### src/sv/lbpc_pkg.sv
// Shared constants and types for the Liang-Barsky polygon clip unit.
package lbpc_pkg;

	localparam int CFG_INDEX_BITS = 2;

	localparam logic [CFG_INDEX_BITS-1:0] REG_WINDOW_LEFT   = 2'd0;
	localparam logic [CFG_INDEX_BITS-1:0] REG_WINDOW_RIGHT  = 2'd1;
	localparam logic [CFG_INDEX_BITS-1:0] REG_WINDOW_BOTTOM = 2'd2;
	localparam logic [CFG_INDEX_BITS-1:0] REG_WINDOW_TOP    = 2'd3;

	localparam int WIN_LO_RESET = 0;
	localparam int WIN_HI_RESET = 255;

	// Kind of an edge parameter; the codes are ordered so that a plain compare works.
	localparam logic [1:0] KIND_NINF = 2'd0;
	localparam logic [1:0] KIND_FIN  = 2'd1;
	localparam logic [1:0] KIND_PINF = 2'd2;

	// Which pair of parameters the shared compare works on.
	localparam logic [1:0] CMP_IN    = 2'd0;
	localparam logic [1:0] CMP_OUT   = 2'd1;
	localparam logic [1:0] CMP_CROSS = 2'd2;

	typedef enum logic [13:0] {
		ST_IDLE   = 14'b00000000000001,
		ST_SETUP  = 14'b00000000000010,
		ST_MUL1   = 14'b00000000000100,
		ST_MUL2   = 14'b00000000001000,
		ST_CMP    = 14'b00000000010000,
		ST_DEC1   = 14'b00000000100000,
		ST_DEC2   = 14'b00000001000000,
		ST_DEC3   = 14'b00000010000000,
		ST_EXIT   = 14'b00000100000000,
		ST_IMUL   = 14'b00001000000000,
		ST_ISTART = 14'b00010000000000,
		ST_IDIV   = 14'b00100000000000,
		ST_IEMIT  = 14'b01000000000000,
		ST_LAST   = 14'b10000000000000
	} lbpc_state_t;

endpackage

### src/sv/lbpc_if.sv
// Valid/ready channels for polygon vertices and clipped vertices.
interface lbpc_vtx_if #(parameter int COORD_BITS = 16);
	logic                         valid;
	logic                         ready;
	logic signed [COORD_BITS-1:0] vertex_x;
	logic signed [COORD_BITS-1:0] vertex_y;
	logic                         first_vertex;
	logic                         last_vertex;

	modport source (output valid, vertex_x, vertex_y, first_vertex, last_vertex, input ready);
	modport sink (input valid, vertex_x, vertex_y, first_vertex, last_vertex, output ready);
endinterface

interface lbpc_clip_if #(parameter int COORD_BITS = 16);
	logic                         valid;
	logic                         ready;
	logic signed [COORD_BITS-1:0] clip_x;
	logic signed [COORD_BITS-1:0] clip_y;
	logic                         end_of_polygon;
	logic                         is_empty;

	modport source (output valid, clip_x, clip_y, end_of_polygon, is_empty, input ready);
	modport sink (input valid, clip_x, clip_y, end_of_polygon, is_empty, output ready);
endinterface

### src/sv/lbpc_div.sv
// Restoring divider, one quotient bit per cycle, for a quotient known to fit WIDTH bits.
module lbpc_div #(
	parameter int WIDTH = 16
) (
	input  logic               clk,
	input  logic               arst_n,
	input  logic               start,
	input  logic [2*WIDTH-1:0] dividend,
	input  logic [WIDTH-1:0]   divisor,
	output logic               done,
	output logic [WIDTH-1:0]   quot,
	output logic               rem_nz
);

	localparam int CNT_BITS = $clog2(WIDTH + 1);

	logic [CNT_BITS-1:0] cnt_q;
	logic                busy_q;
	logic                done_q;
	logic [WIDTH-1:0]    rem_q;
	logic [WIDTH-1:0]    quo_q;
	logic [WIDTH-1:0]    dsr_q;
	logic [WIDTH:0]      trial;
	logic                fits;
	logic [WIDTH:0]      diff;

	assign trial = {rem_q, quo_q[WIDTH-1]};
	assign fits  = trial >= {1'b0, dsr_q};
	assign diff  = trial - {1'b0, dsr_q};

	always_ff @(posedge clk or negedge arst_n) begin
		if (!arst_n) begin
			cnt_q  <= '0;
			busy_q <= 1'b0;
			done_q <= 1'b0;
		end else begin
			done_q <= 1'b0;
			if (start) begin
				cnt_q  <= CNT_BITS'(WIDTH);
				busy_q <= 1'b1;
			end else if (busy_q) begin
				cnt_q <= cnt_q - 1'b1;
				if (cnt_q == CNT_BITS'(1)) begin
					busy_q <= 1'b0;
					done_q <= 1'b1;
				end
			end
		end
	end

	// The upper half of the dividend is below the divisor, so it seeds the remainder.
	always_ff @(posedge clk) begin
		if (start) begin
			rem_q <= dividend[2*WIDTH-1:WIDTH];
			quo_q <= dividend[WIDTH-1:0];
			dsr_q <= divisor;
		end else if (busy_q) begin
			rem_q <= fits ? diff[WIDTH-1:0] : trial[WIDTH-1:0];
			quo_q <= {quo_q[WIDTH-2:0], fits};
		end
	end

	assign done   = done_q;
	assign quot   = quo_q;
	assign rem_nz = rem_q != '0;

endmodule

### src/sv/liang_barsky_polygon_clip_unit.sv
// Liang-Barsky polygon clipper: one vertex in, zero to four clipped vertices out.
// A first vertex uses neither; the time an edge takes is set by the single shared
// multiplier and the bit-serial divider.
// A new vertex is taken only once the previous one is fully handled; the result
// register holds one vertex and the sequencer waits on it when it is full.
// Reset is asynchronous and active low; it restores the default window and clears state.
module liang_barsky_polygon_clip_unit #(
	parameter int COORD_BITS = 16
) (
	input  logic                                   clk,
	input  logic                                   arst_n,
	lbpc_vtx_if.sink                               vertex,
	lbpc_clip_if.source                            clip,
	input  logic                                   cfg_wr_en,
	input  logic [lbpc_pkg::CFG_INDEX_BITS-1:0]    cfg_index,
	input  logic [COORD_BITS-1:0]                  cfg_wr_data
);

	localparam int W  = COORD_BITS;
	localparam int PW = 2 * W;

	typedef logic signed [W-1:0] crd_t;
	typedef logic signed [W:0]   wide_t;
	typedef struct packed {
		logic [1:0]      kind;
		logic signed [W:0] n;
		logic [W-1:0]    d;
	} tpar_t;

	function automatic tpar_t mk_t(input wide_t num, input wide_t den);
		tpar_t t;
		wide_t dn;
		dn     = den[W] ? -den : den;
		t.kind = lbpc_pkg::KIND_FIN;
		t.n    = den[W] ? -num : num;
		t.d    = dn[W-1:0];
		return t;
	endfunction

	function automatic tpar_t inf_t(input logic [1:0] k);
		tpar_t t;
		t.kind = k;
		t.n    = '0;
		t.d    = W'(1);
		return t;
	endfunction

	function automatic logic [W-1:0] mag(input wide_t v);
		wide_t m;
		m = v[W] ? -v : v;
		return m[W-1:0];
	endfunction

	function automatic logic t_pos(input tpar_t t);
		return (t.kind == lbpc_pkg::KIND_PINF) ||
			(t.kind == lbpc_pkg::KIND_FIN && t.n > 0);
	endfunction

	function automatic logic t_gt1(input tpar_t t);
		return (t.kind == lbpc_pkg::KIND_PINF) ||
			(t.kind == lbpc_pkg::KIND_FIN && t.n > $signed({1'b0, t.d}));
	endfunction

	function automatic logic t_lt1(input tpar_t t);
		return (t.kind == lbpc_pkg::KIND_NINF) ||
			(t.kind == lbpc_pkg::KIND_FIN && t.n < $signed({1'b0, t.d}));
	endfunction

	function automatic wide_t ext(input crd_t v);
		return $signed({v[W-1], v});
	endfunction

	lbpc_pkg::lbpc_state_t state_q, state_d;

	crd_t win_left_q, win_right_q, win_bottom_q, win_top_q;
	crd_t prev_x_q, prev_y_q, first_out_x_q, first_out_y_q;
	logic any_output_q, last_q;
	crd_t x1_q, y1_q, x2_q, y2_q;
	tpar_t tinx_q, tiny_q, toutx_q, touty_q;
	logic [PW-1:0] prod1_q, prod2_q;
	logic [1:0] cmp_id_q, cmp_id_d;
	logic ip_exit_q, ip_exit_d;
	logic in_lt_q, in_gt_q, out_lt_q, cross_le_q;
	logic out_valid_q, out_eop_q, out_emp_q;
	crd_t out_x_q, out_y_q;

	wide_t dx, dy;
	logic  x_fwd, y_fwd, x_inside, y_inside;
	crd_t  xin, xout, yin, yout;
	tpar_t tinx_d, tiny_d, toutx_d, touty_d;
	tpar_t tin1, tin2, tout1, cmp_a, cmp_b, ip_t;
	logic  ip_use_y;
	crd_t  ip_base;
	wide_t ip_delta;
	logic [W-1:0]  mul_a, mul_b;
	logic [PW-1:0] mul_p;
	logic signed [PW:0] s1, s2;
	logic cmp_lt, cmp_gt;
	logic div_start, div_done, div_rem_nz;
	logic [W-1:0] div_quot;
	logic signed [W+1:0] ip_v;
	logic ip_neg;
	logic in_xfer, out_free;
	logic push, push_track, push_eop, push_emp;
	crd_t push_x, push_y;

	assign in_xfer  = vertex.valid && vertex.ready;
	assign out_free = !out_valid_q || clip.ready;

	// Edge geometry, straight from the edge registers.
	assign dx       = ext(x2_q) - ext(x1_q);
	assign dy       = ext(y2_q) - ext(y1_q);
	assign x_fwd    = (dx > 0) || (dx == 0 && x1_q > win_right_q);
	assign y_fwd    = (dy > 0) || (dy == 0 && y1_q > win_top_q);
	assign xin      = x_fwd ? win_left_q : win_right_q;
	assign xout     = x_fwd ? win_right_q : win_left_q;
	assign yin      = y_fwd ? win_bottom_q : win_top_q;
	assign yout     = y_fwd ? win_top_q : win_bottom_q;
	assign x_inside = (win_left_q <= x1_q) && (x1_q <= win_right_q);
	assign y_inside = (win_bottom_q <= y1_q) && (y1_q <= win_top_q);

	assign tinx_d  = (dx != 0) ? mk_t(ext(xin) - ext(x1_q), dx) : inf_t(lbpc_pkg::KIND_NINF);
	assign tiny_d  = (dy != 0) ? mk_t(ext(yin) - ext(y1_q), dy) : inf_t(lbpc_pkg::KIND_NINF);
	assign toutx_d = (dx != 0) ? mk_t(ext(xout) - ext(x1_q), dx) :
		inf_t(x_inside ? lbpc_pkg::KIND_PINF : lbpc_pkg::KIND_NINF);
	assign touty_d = (dy != 0) ? mk_t(ext(yout) - ext(y1_q), dy) :
		inf_t(y_inside ? lbpc_pkg::KIND_PINF : lbpc_pkg::KIND_NINF);

	assign tin1  = in_lt_q ? tinx_q : tiny_q;
	assign tin2  = in_lt_q ? tiny_q : tinx_q;
	assign tout1 = out_lt_q ? toutx_q : touty_q;

	always_comb begin
		case (cmp_id_q)
			lbpc_pkg::CMP_IN: begin
				cmp_a = tinx_q;
				cmp_b = tiny_q;
			end
			lbpc_pkg::CMP_OUT: begin
				cmp_a = toutx_q;
				cmp_b = touty_q;
			end
			default: begin
				cmp_a = tin2;
				cmp_b = tout1;
			end
		endcase
	end

	// Intersection operands: entry point follows the later entry, exit the earlier exit.
	assign ip_use_y = ip_exit_q ? out_lt_q : in_gt_q;
	assign ip_t     = ip_exit_q ? (out_lt_q ? toutx_q : touty_q) : (in_gt_q ? tinx_q : tiny_q);
	assign ip_base  = ip_use_y ? y1_q : x1_q;
	assign ip_delta = ip_use_y ? dy : dx;

	// The one shared multiplier.
	always_comb begin
		mul_a = mag(ip_t.n);
		mul_b = mag(ip_delta);
		if (state_q == lbpc_pkg::ST_MUL1) begin
			mul_a = mag(cmp_a.n);
			mul_b = cmp_b.d;
		end else if (state_q == lbpc_pkg::ST_MUL2) begin
			mul_a = mag(cmp_b.n);
			mul_b = cmp_a.d;
		end
	end
	assign mul_p = PW'(mul_a) * PW'(mul_b);

	// Exact compare of a.n/a.d against b.n/b.d through the cross products.
	always_comb begin
		s1 = cmp_a.n[W] ? -$signed({1'b0, prod1_q}) : $signed({1'b0, prod1_q});
		s2 = cmp_b.n[W] ? -$signed({1'b0, prod2_q}) : $signed({1'b0, prod2_q});
		if (cmp_a.kind != cmp_b.kind) begin
			cmp_lt = cmp_a.kind < cmp_b.kind;
			cmp_gt = !cmp_lt;
		end else if (cmp_a.kind != lbpc_pkg::KIND_FIN) begin
			cmp_lt = 1'b0;
			cmp_gt = 1'b0;
		end else begin
			cmp_lt = s1 < s2;
			cmp_gt = s1 > s2;
		end
	end

	// base + t*delta truncated toward zero, from quotient and remainder.
	always_comb begin
		ip_neg = (prod1_q != '0) && (ip_t.n[W] != ip_delta[W]);
		if (!ip_neg) begin
			ip_v = $signed({{2{ip_base[W-1]}}, ip_base}) + $signed({2'b00, div_quot});
			if (ip_v < 0 && div_rem_nz) begin
				ip_v = ip_v + (W+2)'(1);
			end
		end else begin
			ip_v = $signed({{2{ip_base[W-1]}}, ip_base}) - $signed({2'b00, div_quot});
			if (ip_v >= 1 && div_rem_nz) begin
				ip_v = ip_v - (W+2)'(1);
			end
		end
	end

	lbpc_div #(.WIDTH(W)) u_div (
		.clk      (clk),
		.arst_n   (arst_n),
		.start    (div_start),
		.dividend (prod1_q),
		.divisor  (ip_t.d),
		.done     (div_done),
		.quot     (div_quot),
		.rem_nz   (div_rem_nz)
	);

	// Sequencer.
	always_comb begin
		state_d    = state_q;
		cmp_id_d   = cmp_id_q;
		ip_exit_d  = ip_exit_q;
		div_start  = 1'b0;
		push       = 1'b0;
		push_track = 1'b1;
		push_eop   = 1'b0;
		push_emp   = 1'b0;
		push_x     = xin;
		push_y     = yin;
		case (state_q)
			lbpc_pkg::ST_IDLE: begin
				if (in_xfer) begin
					state_d = vertex.first_vertex ? lbpc_pkg::ST_LAST : lbpc_pkg::ST_SETUP;
				end
			end
			lbpc_pkg::ST_SETUP: begin
				cmp_id_d = lbpc_pkg::CMP_IN;
				state_d  = lbpc_pkg::ST_MUL1;
			end
			lbpc_pkg::ST_MUL1: state_d = lbpc_pkg::ST_MUL2;
			lbpc_pkg::ST_MUL2: state_d = lbpc_pkg::ST_CMP;
			lbpc_pkg::ST_CMP: begin
				case (cmp_id_q)
					lbpc_pkg::CMP_IN:  state_d = lbpc_pkg::ST_DEC1;
					lbpc_pkg::CMP_OUT: state_d = lbpc_pkg::ST_DEC2;
					default:           state_d = lbpc_pkg::ST_DEC3;
				endcase
			end
			lbpc_pkg::ST_DEC1: begin
				if (t_gt1(tin1)) begin
					state_d = lbpc_pkg::ST_LAST;
				end else if (!t_pos(tin1) || out_free) begin
					push = t_pos(tin1);
					if (t_gt1(tin2)) begin
						state_d = lbpc_pkg::ST_LAST;
					end else begin
						cmp_id_d = lbpc_pkg::CMP_OUT;
						state_d  = lbpc_pkg::ST_MUL1;
					end
				end
			end
			lbpc_pkg::ST_DEC2: begin
				if (!(t_pos(tin2) || t_pos(tout1))) begin
					state_d = lbpc_pkg::ST_LAST;
				end else begin
					cmp_id_d = lbpc_pkg::CMP_CROSS;
					state_d  = lbpc_pkg::ST_MUL1;
				end
			end
			lbpc_pkg::ST_DEC3: begin
				if (cross_le_q) begin
					if (t_pos(tin2)) begin
						ip_exit_d = 1'b0;
						state_d   = lbpc_pkg::ST_IMUL;
					end else begin
						state_d = lbpc_pkg::ST_EXIT;
					end
				end else if (out_free) begin
					// The edge passes a window corner only.
					push    = 1'b1;
					push_x  = in_gt_q ? xin : xout;
					push_y  = in_gt_q ? yout : yin;
					state_d = lbpc_pkg::ST_LAST;
				end
			end
			lbpc_pkg::ST_EXIT: begin
				if (t_lt1(tout1)) begin
					ip_exit_d = 1'b1;
					state_d   = lbpc_pkg::ST_IMUL;
				end else if (out_free) begin
					push    = 1'b1;
					push_x  = x2_q;
					push_y  = y2_q;
					state_d = lbpc_pkg::ST_LAST;
				end
			end
			lbpc_pkg::ST_IMUL: state_d = lbpc_pkg::ST_ISTART;
			lbpc_pkg::ST_ISTART: begin
				div_start = 1'b1;
				state_d   = lbpc_pkg::ST_IDIV;
			end
			lbpc_pkg::ST_IDIV: begin
				if (div_done) begin
					state_d = lbpc_pkg::ST_IEMIT;
				end
			end
			lbpc_pkg::ST_IEMIT: begin
				if (out_free) begin
					push    = 1'b1;
					push_x  = ip_use_y ? (ip_exit_q ? xout : xin) : ip_v[W-1:0];
					push_y  = ip_use_y ? ip_v[W-1:0] : (ip_exit_q ? yout : yin);
					state_d = ip_exit_q ? lbpc_pkg::ST_LAST : lbpc_pkg::ST_EXIT;
				end
			end
			lbpc_pkg::ST_LAST: begin
				if (!last_q) begin
					state_d = lbpc_pkg::ST_IDLE;
				end else if (out_free) begin
					push       = 1'b1;
					push_track = 1'b0;
					push_eop   = 1'b1;
					push_emp   = !any_output_q;
					push_x     = any_output_q ? first_out_x_q : '0;
					push_y     = any_output_q ? first_out_y_q : '0;
					state_d    = lbpc_pkg::ST_IDLE;
				end
			end
			default: state_d = lbpc_pkg::ST_IDLE;
		endcase
	end

	always_ff @(posedge clk or negedge arst_n) begin
		if (!arst_n) begin
			state_q       <= lbpc_pkg::ST_IDLE;
			win_left_q    <= W'(lbpc_pkg::WIN_LO_RESET);
			win_right_q   <= W'(lbpc_pkg::WIN_HI_RESET);
			win_bottom_q  <= W'(lbpc_pkg::WIN_LO_RESET);
			win_top_q     <= W'(lbpc_pkg::WIN_HI_RESET);
			prev_x_q      <= '0;
			prev_y_q      <= '0;
			first_out_x_q <= '0;
			first_out_y_q <= '0;
			any_output_q  <= 1'b0;
			last_q        <= 1'b0;
			cmp_id_q      <= lbpc_pkg::CMP_IN;
			ip_exit_q     <= 1'b0;
			out_valid_q   <= 1'b0;
		end else begin
			state_q   <= state_d;
			cmp_id_q  <= cmp_id_d;
			ip_exit_q <= ip_exit_d;
			if (cfg_wr_en) begin
				case (cfg_index)
					lbpc_pkg::REG_WINDOW_LEFT:   win_left_q   <= cfg_wr_data;
					lbpc_pkg::REG_WINDOW_RIGHT:  win_right_q  <= cfg_wr_data;
					lbpc_pkg::REG_WINDOW_BOTTOM: win_bottom_q <= cfg_wr_data;
					lbpc_pkg::REG_WINDOW_TOP:    win_top_q    <= cfg_wr_data;
					default: ;
				endcase
			end
			if (in_xfer) begin
				prev_x_q <= vertex.vertex_x;
				prev_y_q <= vertex.vertex_y;
				last_q   <= vertex.last_vertex;
				if (vertex.first_vertex) begin
					any_output_q  <= 1'b0;
					first_out_x_q <= '0;
					first_out_y_q <= '0;
				end
			end
			if (push && push_track && !any_output_q) begin
				any_output_q  <= 1'b1;
				first_out_x_q <= push_x;
				first_out_y_q <= push_y;
			end
			if (push && !push_track) begin
				any_output_q <= 1'b0;
			end
			if (push) begin
				out_valid_q <= 1'b1;
			end else if (clip.ready) begin
				out_valid_q <= 1'b0;
			end
		end
	end

	always_ff @(posedge clk) begin
		if (in_xfer) begin
			x1_q <= prev_x_q;
			y1_q <= prev_y_q;
			x2_q <= vertex.vertex_x;
			y2_q <= vertex.vertex_y;
		end
		if (state_q == lbpc_pkg::ST_SETUP) begin
			tinx_q  <= tinx_d;
			tiny_q  <= tiny_d;
			toutx_q <= toutx_d;
			touty_q <= touty_d;
		end
		if (state_q inside {lbpc_pkg::ST_MUL1, lbpc_pkg::ST_IMUL}) begin
			prod1_q <= mul_p;
		end
		if (state_q == lbpc_pkg::ST_MUL2) begin
			prod2_q <= mul_p;
		end
		if (state_q == lbpc_pkg::ST_CMP) begin
			case (cmp_id_q)
				lbpc_pkg::CMP_IN: begin
					in_lt_q <= cmp_lt;
					in_gt_q <= cmp_gt;
				end
				lbpc_pkg::CMP_OUT: out_lt_q <= cmp_lt;
				default:           cross_le_q <= !cmp_gt;
			endcase
		end
		if (push) begin
			out_x_q   <= push_x;
			out_y_q   <= push_y;
			out_eop_q <= push_eop;
			out_emp_q <= push_emp;
		end
	end

	assign vertex.ready        = state_q == lbpc_pkg::ST_IDLE;
	assign clip.valid          = out_valid_q;
	assign clip.clip_x         = out_x_q;
	assign clip.clip_y         = out_y_q;
	assign clip.end_of_polygon = out_eop_q;
	assign clip.is_empty       = out_emp_q;

endmodule

### src/flat_wrapper.sv
// flat-port wrapper written by rule: the top's interface ports become plain ports
module liang_barsky_polygon_clip_unit_flat 
#(
	parameter int COORD_BITS = 16
)
  (clk, arst_n, cfg_wr_en, cfg_index, cfg_wr_data, vertex_valid, vertex_vertex_x, vertex_vertex_y, vertex_first_vertex, vertex_last_vertex, vertex_ready, clip_valid, clip_clip_x, clip_clip_y, clip_end_of_polygon, clip_is_empty, clip_ready);
  lbpc_vtx_if #(.COORD_BITS(COORD_BITS)) vertex_i ();
  lbpc_clip_if #(.COORD_BITS(COORD_BITS)) clip_i ();
  input  logic clk;
  input  logic arst_n;
  input  logic cfg_wr_en;
  input  logic [lbpc_pkg::CFG_INDEX_BITS-1:0] cfg_index;
  input  logic [COORD_BITS-1:0] cfg_wr_data;
  input wire logic [$bits(vertex_i.valid)-1:0] vertex_valid;
  input wire logic [$bits(vertex_i.vertex_x)-1:0] vertex_vertex_x;
  input wire logic [$bits(vertex_i.vertex_y)-1:0] vertex_vertex_y;
  input wire logic [$bits(vertex_i.first_vertex)-1:0] vertex_first_vertex;
  input wire logic [$bits(vertex_i.last_vertex)-1:0] vertex_last_vertex;
  output wire logic [$bits(vertex_i.ready)-1:0] vertex_ready;
  output wire logic [$bits(clip_i.valid)-1:0] clip_valid;
  output wire logic [$bits(clip_i.clip_x)-1:0] clip_clip_x;
  output wire logic [$bits(clip_i.clip_y)-1:0] clip_clip_y;
  output wire logic [$bits(clip_i.end_of_polygon)-1:0] clip_end_of_polygon;
  output wire logic [$bits(clip_i.is_empty)-1:0] clip_is_empty;
  input wire logic [$bits(clip_i.ready)-1:0] clip_ready;
  assign vertex_i.valid = vertex_valid;
  assign vertex_i.vertex_x = vertex_vertex_x;
  assign vertex_i.vertex_y = vertex_vertex_y;
  assign vertex_i.first_vertex = vertex_first_vertex;
  assign vertex_i.last_vertex = vertex_last_vertex;
  assign vertex_ready = vertex_i.ready;
  assign clip_valid = clip_i.valid;
  assign clip_clip_x = clip_i.clip_x;
  assign clip_clip_y = clip_i.clip_y;
  assign clip_end_of_polygon = clip_i.end_of_polygon;
  assign clip_is_empty = clip_i.is_empty;
  assign clip_i.ready = clip_ready;
  liang_barsky_polygon_clip_unit #(.COORD_BITS(COORD_BITS)) u_core (.clk(clk), .arst_n(arst_n), .vertex(vertex_i), .clip(clip_i), .cfg_wr_en(cfg_wr_en), .cfg_index(cfg_index), .cfg_wr_data(cfg_wr_data));
endmodule
### config.mk
export PLATFORM = sky130hd
export DESIGN_NAME = liang_barsky_polygon_clip_unit_flat
export DESIGN_NICKNAME = d
export VERILOG_FILES = /design/src/sv/lbpc_pkg.sv /design/src/sv/lbpc_if.sv /design/src/sv/lbpc_div.sv /design/src/sv/liang_barsky_polygon_clip_unit.sv /design/src/flat_wrapper.sv
export SDC_FILE = /design/constraint.sdc
export NUM_CORES = 2
export LEC_CHECK = 0
export ABC_AREA = 1
export BUFFER_PORTS_ARGS = -buffer_cell sky130_fd_sc_hd__buf_4
export CAP_MARGIN = 20
export CORE_MARGIN = 10
export CORE_UTILIZATION = 56
export DETAILED_ROUTE_END_ITERATION = 7
export PLACE_DENSITY = 0.72
export SKIP_LAST_GASP = 1
export SYNTH_ARGS = -nofsm -noshare
export SYNTH_HDL_FRONTEND = slang
export SYNTH_SLANG_ARGS = --single-unit
### constraint.sdc
create_clock -name clk -period 20.2 [get_ports clk]
set_input_delay 3.03 -clock clk [delete_from_list [all_inputs] [get_ports clk]]
set_output_delay 3.03 -clock clk [all_outputs]
set_load 0.02 [all_outputs]
* Word-level counts from Yosys, hierarchy flattened
Index checks and enable logic that the tools add are counted.
Word-level totals: output and inout bits 36, bits of input ports 57, register bits after elaboration 475, word-level logic and storage cells 321
Cells by class: multiplexer cells 125, $lt $le $gt $ge 20, bitwise logic cells 1, equal/unequal tests 40, add/sub/neg operators 24, reductions and logical operators 66, $mul 1
Operators with widths (count):
- 2-to-1 mux 16 bit | 49
- 2-to-1 mux 14 bit | 14
- one-hot mux 14 bit (14 select lines) | 1
- one-hot mux 35 bit (2 select lines) | 2
- 2-to-1 mux 34 bit | 4
- 2-to-1 mux 33 bit | 4
- one-hot mux 16 bit (4 select lines) | 2
- subtractor 16 x 16 -> 17 bit | 6
- negation 16 bit | 6
- nonzero test 32 bit | 3
- > comparator 17 x 1 -> 1 bit (second input constant) | 5
- 2-to-1 mux 17 bit | 5
- negation 17 bit | 4
- negation 32 -> 33 bit | 2
- <= comparator 16 bit | 4
- zero test 32 bit | 2
- 2-to-1 mux 35 bit | 1
- > comparator 17 bit | 2
- > comparator 33 bit | 1
- < comparator 33 bit | 1
- > comparator 16 bit | 2
- multiplier 16 x 16 -> 32 bit | 1
- 2-to-1 mux 1 bit | 30
- adder 16 x 17 -> 18 bit | 1
- other kinds (53) | 125

* Depth between registers and ports, before layout
depth after elaboration 13, gate-level depth with buffers 43, depth with buffers taken out 43

* Hierarchy
From an unflattened synthesis, not the netlist that was laid out.
Second synthesis, totals: cell total of the unflattened synthesis 7165, area, all modules 51177.8 um^2
By module, submodules not included:
- liang_barsky_polygon_clip_unit | area each 47591.9 um^2, cells each 6711, instances 1, sequential area each 11892.7 um^2
- lbpc_div | area each 3585.9 um^2, cells each 454, instances 1, sequential area each 1616.6 um^2

* Worst setup path after synthesis
OpenSTA, ideal clock, no wires.
path type register -> register, start point register u_core.state_q[11], end point register u_core.cmp_id_q[1], stages on the path, launching flop included 16, clock period less this slack 9323 ps, setup time 65 ps, data arrival time 9258 ps, slack 10877 ps, cells stage by stage dfrtp_1 > nor2_1 > inv_1 > nor2_1 > inv_2 > nor2_4 > inv_2 > nor3_1 > nor2_1 > nand2_1 > nor4_1 > nor2_1 > nand3_1 > inv_1 > nand2_1 > nand2_1
On the way: word-level cells in the longest chain between the ends 3, elaborated cells between the ends (all ways) 10, those cells by class eq/ne: 7; mux: 1; reduce/logical: 2
Ends and longest elaborated chain:
- start, declared | RTL line liang_barsky_polygon_clip_unit.sv:73 | lbpc_pkg::lbpc_state_t state_q, state_d;
- start signal, assigned | RTL line liang_barsky_polygon_clip_unit.sv:329 | state_q <= lbpc_pkg::ST_IDLE;
- start signal, assigned | RTL line liang_barsky_polygon_clip_unit.sv:344 | state_q <= state_d;
- == test 14 x 7 -> 1 bit (tied with other cells) | RTL line liang_barsky_polygon_clip_unit.sv:225 | case (state_q)
- != test 2 x 1 -> 1 bit (no source line) (tied with other cells)
- AND reduction 5 bit (no source line)
- end signal, assigned | RTL line liang_barsky_polygon_clip_unit.sv:340 | cmp_id_q <= lbpc_pkg::CMP_IN;
- end signal, assigned | RTL line liang_barsky_polygon_clip_unit.sv:345 | cmp_id_q <= cmp_id_d;
- end, declared | RTL line liang_barsky_polygon_clip_unit.sv:81 | logic [1:0] cmp_id_q, cmp_id_d;
Parallel ways exist; a longest one is shown, timed or not. A chain may end at the register's enable or synchronous reset.

* Worst setup path after layout
start point register u_core.cmp_id_q[1], end point register u_core.prod1_q[27] (data pin)
On the way: word-level cells in the longest chain between the ends 7, elaborated cells between the ends (all ways) 13, those cells by class add/sub: 2; mul: 1; eq/ne: 1; mux: 8; reduce/logical: 1
Ends and longest elaborated chain:
- == test 2 x 1 -> 1 bit / zero test 2 bit (equally long branches) | RTL line liang_barsky_polygon_clip_unit.sv:134 | case (cmp_id_q)
- one-hot mux 35 bit (2 select lines) | RTL line liang_barsky_polygon_clip_unit.sv:134
- negation 16 bit | RTL line liang_barsky_polygon_clip_unit.sv:50 | m = v[W] ? -v : v;
- 2-to-1 mux 16 bit | RTL line liang_barsky_polygon_clip_unit.sv:50
- 2-to-1 mux 16 bit | RTL line liang_barsky_polygon_clip_unit.sv:163 | end else if (state_q == lbpc_pkg::ST_MUL2) begin
- 2-to-1 mux 16 bit | RTL line liang_barsky_polygon_clip_unit.sv:160 | if (state_q == lbpc_pkg::ST_MUL1) begin
- multiplier 16 x 16 -> 32 bit * | RTL line liang_barsky_polygon_clip_unit.sv:168 | assign mul_p = PW'(mul_a) * PW'(mul_b);
- net u_core.mul_p[27] | RTL line liang_barsky_polygon_clip_unit.sv:96 | logic [PW-1:0] mul_p;
- end signal, assigned | RTL line liang_barsky_polygon_clip_unit.sv:396 | prod1_q <= mul_p;
- end, declared | RTL line liang_barsky_polygon_clip_unit.sv:80 | logic [PW-1:0] prod1_q, prod2_q;
The timed path passes the listed nets; every way through them passes the cells marked *.

==> results summary <==
From left edge to right edge, the die measures 322.2 µm. The number of iterations in the first detailed-routing pass came out at 8. The buffers plus inverters on the worst setup path came out at 12. The count of nets left with antenna violations once routing finished came out at 0. In the synthesized netlist, mux cells make up 0.7045% of the area. The final reports fail on DRC. The maximum level of the CTS H-tree is 2. The placed instances occupy a cell area of 52880 µm². The core footprint is 90290 µm². In the post-synthesis netlist, the biggest area contributors are sky130_fd_sc_hd__edfxtp_1 19%, sky130_fd_sc_hd__nand2_1 15%, sky130_fd_sc_hd__ha_1 10%, sky130_fd_sc_hd__inv_1 8.2%, sky130_fd_sc_hd__fa_1 7.9%.

By instance count, the leading cell after synthesis is sky130_fd_sc_hd__nand2_1. The synthesized-area fraction occupied by and/or/nand/nor cells came out at 28.66%. The highest-delay cell along the critical path is sky130_fd_sc_hd__inv_1. The final layout contains routed wiring with a total length of 210200 µm. The final non-filler cell area came out at 54830 µm².

The first global-routing pass estimated 309300 µm of wire. The number of port buffers is 92. The final global-route overflow total came out at 0.

The most used flip-flop cell after synthesis is sky130_fd_sc_hd__edfxtp_1. Summed over all nets, the half-perimeter wirelength after detailed placement is 168500 µm. The clock edge transition at the registers on the reported setup and hold paths is 70 ps. The worst setup skew after layout is 21.91 ps. The number of max-slew violations in the final report is 0.

The worst hold path begins at u_core.prev_y_q[14]. The tree is rooted in a sky130_fd_sc_hd__clkbuf_16. The cell occurring most often along the worst timing path is sky130_fd_sc_hd__inv_1. The run finished, with violations left.

The post-cts gate resize count came out at 0. The largest fanout of any net on the critical path is 68. After routing, the total negative slack on setup checks comes to 0 ps. The floorplan has 110 rows. The TritonCTS clock tree is yes. The overall routing resource usage came out at 39.85%.

The number of warnings reported in the yosys synthesis log is 0. The met2 capacity usage during global routing is 59.29%. Setup repair after global routing left no endpoint under its margin. The starting utilization of the core area is 56.65%. The top cell type by area accounts for 18.79% of the synthesized area.

The synthesized area divided by synthesized cell count is 7.051 µm². The worst setup path is captured at a flop. The worst hold-check path type is reg2reg. Data arrives at the worst endpoint at 11270 ps. Timing analysis after detailed placement gives a worst setup slack of 9781 ps. The number of unique standard cell types used by synthesis came out at 70. Of all cell types, the one taking the most synthesized area is sky130_fd_sc_hd__edfxtp_1.

The xor and xnor area share after synthesis is 4.340%. The relative slew slack came out at 23.00%. The count of state elements after synthesis is 475. The placer's final routability congestion estimate came out at 1.085. In the routed layout, each cell is associated on average with a via count of 6.100. The worst setup path is launched from a flop. The final hold violation count came out at 0. The number of buffers created by CTS is 56. The total I/O pin count came out at 93.

The floorplan step set the die height to 322.2 µm. The adder-cell share of the synthesized area came out at 18.02%. The critical path in this run is classified as reg2reg. The number of violations reported at the end of detailed-routing iteration 0 is 6806.

The mean routed wirelength per cell came out at 24.84 µm. The reported max-cap violation count came out at 0. On the critical path the largest part of the delay comes from adder cells. The worst path needs 10870 ps of the cycle, external delays included.

By area, the combinational part of the netlist is dominated by simple AND/OR/NAND/NOR gates. The commonest cells after synthesis are 2006 x sky130_fd_sc_hd__nand2_1, 1121 x sky130_fd_sc_hd__inv_1, 688 x sky130_fd_sc_hd__nand3_1, 441 x sky130_fd_sc_hd__nor2_1, 412 x sky130_fd_sc_hd__ha_1. The fraction of the yosys area taken by sequential cells is 26.41%. The met3 routing resource usage after global routing is 11.59%.

The area growth from synthesis to final layout is 7.195%. The via count of the first global-routing pass is 47904. The buffers inserted during post-CTS setup optimization came out at 0.

The layer flagged by global routing as most heavily used is met2. The met1 track utilization from global routing is 50.25%. The fraction of synthesis flops using an asynchronous set or reset pin is 32.63%. The number of sinks handled by clock tree synthesis came out at 475.

Synthesis produced a netlist with a net count of 7926. In the final design database the tool counted 7913 nets. The tightest hold margin came out at 433.4 ps. The via total after detailed routing is 51627. Synthesis handed over a netlist of 7254 instances. The filler cell count is 8391.

The required time of the worst setup path is 20600 ps. The number of antenna violations at the first check in global routing came out at 8. Entering global routing, the biggest net connects 117 pins.

The actual slew at the worst max-slew pin is 1144 ps. The post-synth design cell area is 51150 µm². The post-synthesis compound-gate area fraction came out at 11.30%. The most critical setup path has its startpoint at u_core.cmp_id_q[1]. The total of endpoints with negative setup slack in the final report is 0. The fraction of the cycle the final worst path needs came out at 53.83%. The post-route DRC violation count is 5.

The maximum count of clock buffers along a single path is 3. In the final layout, the share of cells above drive strength 1 is 5.655%. The clock latency on the worst-skew pair is 670 ps. The top achievable clock speed came out at 0.09197 GHz. The synthesized design contains 320 enable-type register cells. The floorplan die area is 103800 µm². The startpoint identified for the worst register-to-register timing path is u_core.cmp_id_q[1].

On the worst path, the slowest cell contributes a delay of 710 ps. In the post-route analysis, the smallest setup slack over all paths is 9327 ps. The count of hold buffers inserted by post-cts repair is 0.
[cell usage in the layout, fill, tap and decap left out, types with 17 or more instances in the layout]
cell type / instances
sky130_fd_sc_hd__nand2_1: 2002
sky130_fd_sc_hd__inv_1: 1121
sky130_fd_sc_hd__nand3_1: 688
sky130_fd_sc_hd__nor2_1: 438
sky130_fd_sc_hd__ha_1: 412
sky130_fd_sc_hd__o21ai_0: 409
sky130_fd_sc_hd__a21oi_1: 375
sky130_fd_sc_hd__edfxtp_1: 320
sky130_fd_sc_hd__fa_1: 203
sky130_fd_sc_hd__xor2_1: 179
sky130_fd_sc_hd__buf_4: 163
sky130_fd_sc_hd__dfrtp_1: 135
sky130_fd_sc_hd__nor3_1: 104
sky130_fd_sc_hd__nand4_1: 93
sky130_fd_sc_hd__xnor2_1: 67
sky130_fd_sc_hd__clkbuf_16: 57
sky130_fd_sc_hd__o211ai_1: 46
sky130_fd_sc_hd__o21ai_1: 35
sky130_fd_sc_hd__mux2_2: 32
sky130_fd_sc_hd__nor4_1: 28
sky130_fd_sc_hd__clkinv_1: 21
sky130_fd_sc_hd__nand2_2: 19
sky130_fd_sc_hd__nand3b_1: 19
sky130_fd_sc_hd__a21o_1: 17
sky130_fd_sc_hd__dfstp_2: 17
[area by class of cell]
| class | instances | area [µm²] | share of cell area, % |
|---|---|---|---|
| Antenna cell | 1 | 2.502 | 0.004564 |
| Clock buffer | 71 | 1539 | 2.807 |
| Clock inverter | 32 | 409.1 | 0.7463 |
| Inverter | 1153 | 4328 | 7.894 |
| Multi-Input combinational cell | 5391 | 32330 | 58.97 |
| Sequential cell | 475 | 13510 | 24.65 |
| Tap cell | 1176 | 1471 | 2.684 |
| Timing Repair Buffer | 164 | 1235 | 2.252 |
[cell families (layout without fill, tap and decap cells)]
family | Yosys count | in the layout
compound gates | 1033 | 1033
xor+xnor | 250 | 250
fa+ha+maj | 615 | 615
buf+inv | 1388 | 1420
flops | 475 | 475
mux | 32 | 32
other cells | 0 | 1
simple gates | 3461 | 3461
[state kept, by name, summed over array words and instances, names as in the netlist, 19 cells and up]
signal          flops
u_core.prod1_q     32
u_core.prod2_q     32
u_core.tinx_q      34
u_core.tiny_q      34
u_core.toutx_q     19
u_core.touty_q     19
[worst paths after layout]
| kind | cells after the start | to | slack, ps |
|---|---|---|---|
| setup / recovery | 35 | u_core.prod1_q[27] | 9330 |
| setup reg to reg | 35 | u_core.prod1_q[27] | 9330 |
| max in group asynchronous | 2 | u_core.cmp_id_q[1] | 16190 |
| min in group asynchronous | 1 | u_core.prev_x_q[12] | 2450 |
| hold reg to reg | 0 | u_core.y1_q[14] | 430 |
| hold / removal | 0 | u_core.y1_q[14] | 430 |
[routing by layer]
metal / part of all wire [%] / routed length, µm
met1: 37 / 78470
met2: 42 / 88660
met3: 13 / 26910
met4: 7.7 / 16160
met5: 0.021 / 44
[stage by stage]
step / std cells / util (%)
final: 8463 / 60.72
after global routing: 8462 / 60.72
after CTS: 8462 / 60.72
after detailed placement: 8359 / 58.56
after global placement: 8359 / 58.56
after floorplan: 7254 / -
Power is left out: the tool's default activity adds up to more than one toggle a clock period on the data nets, which glitch-free logic cannot reach.
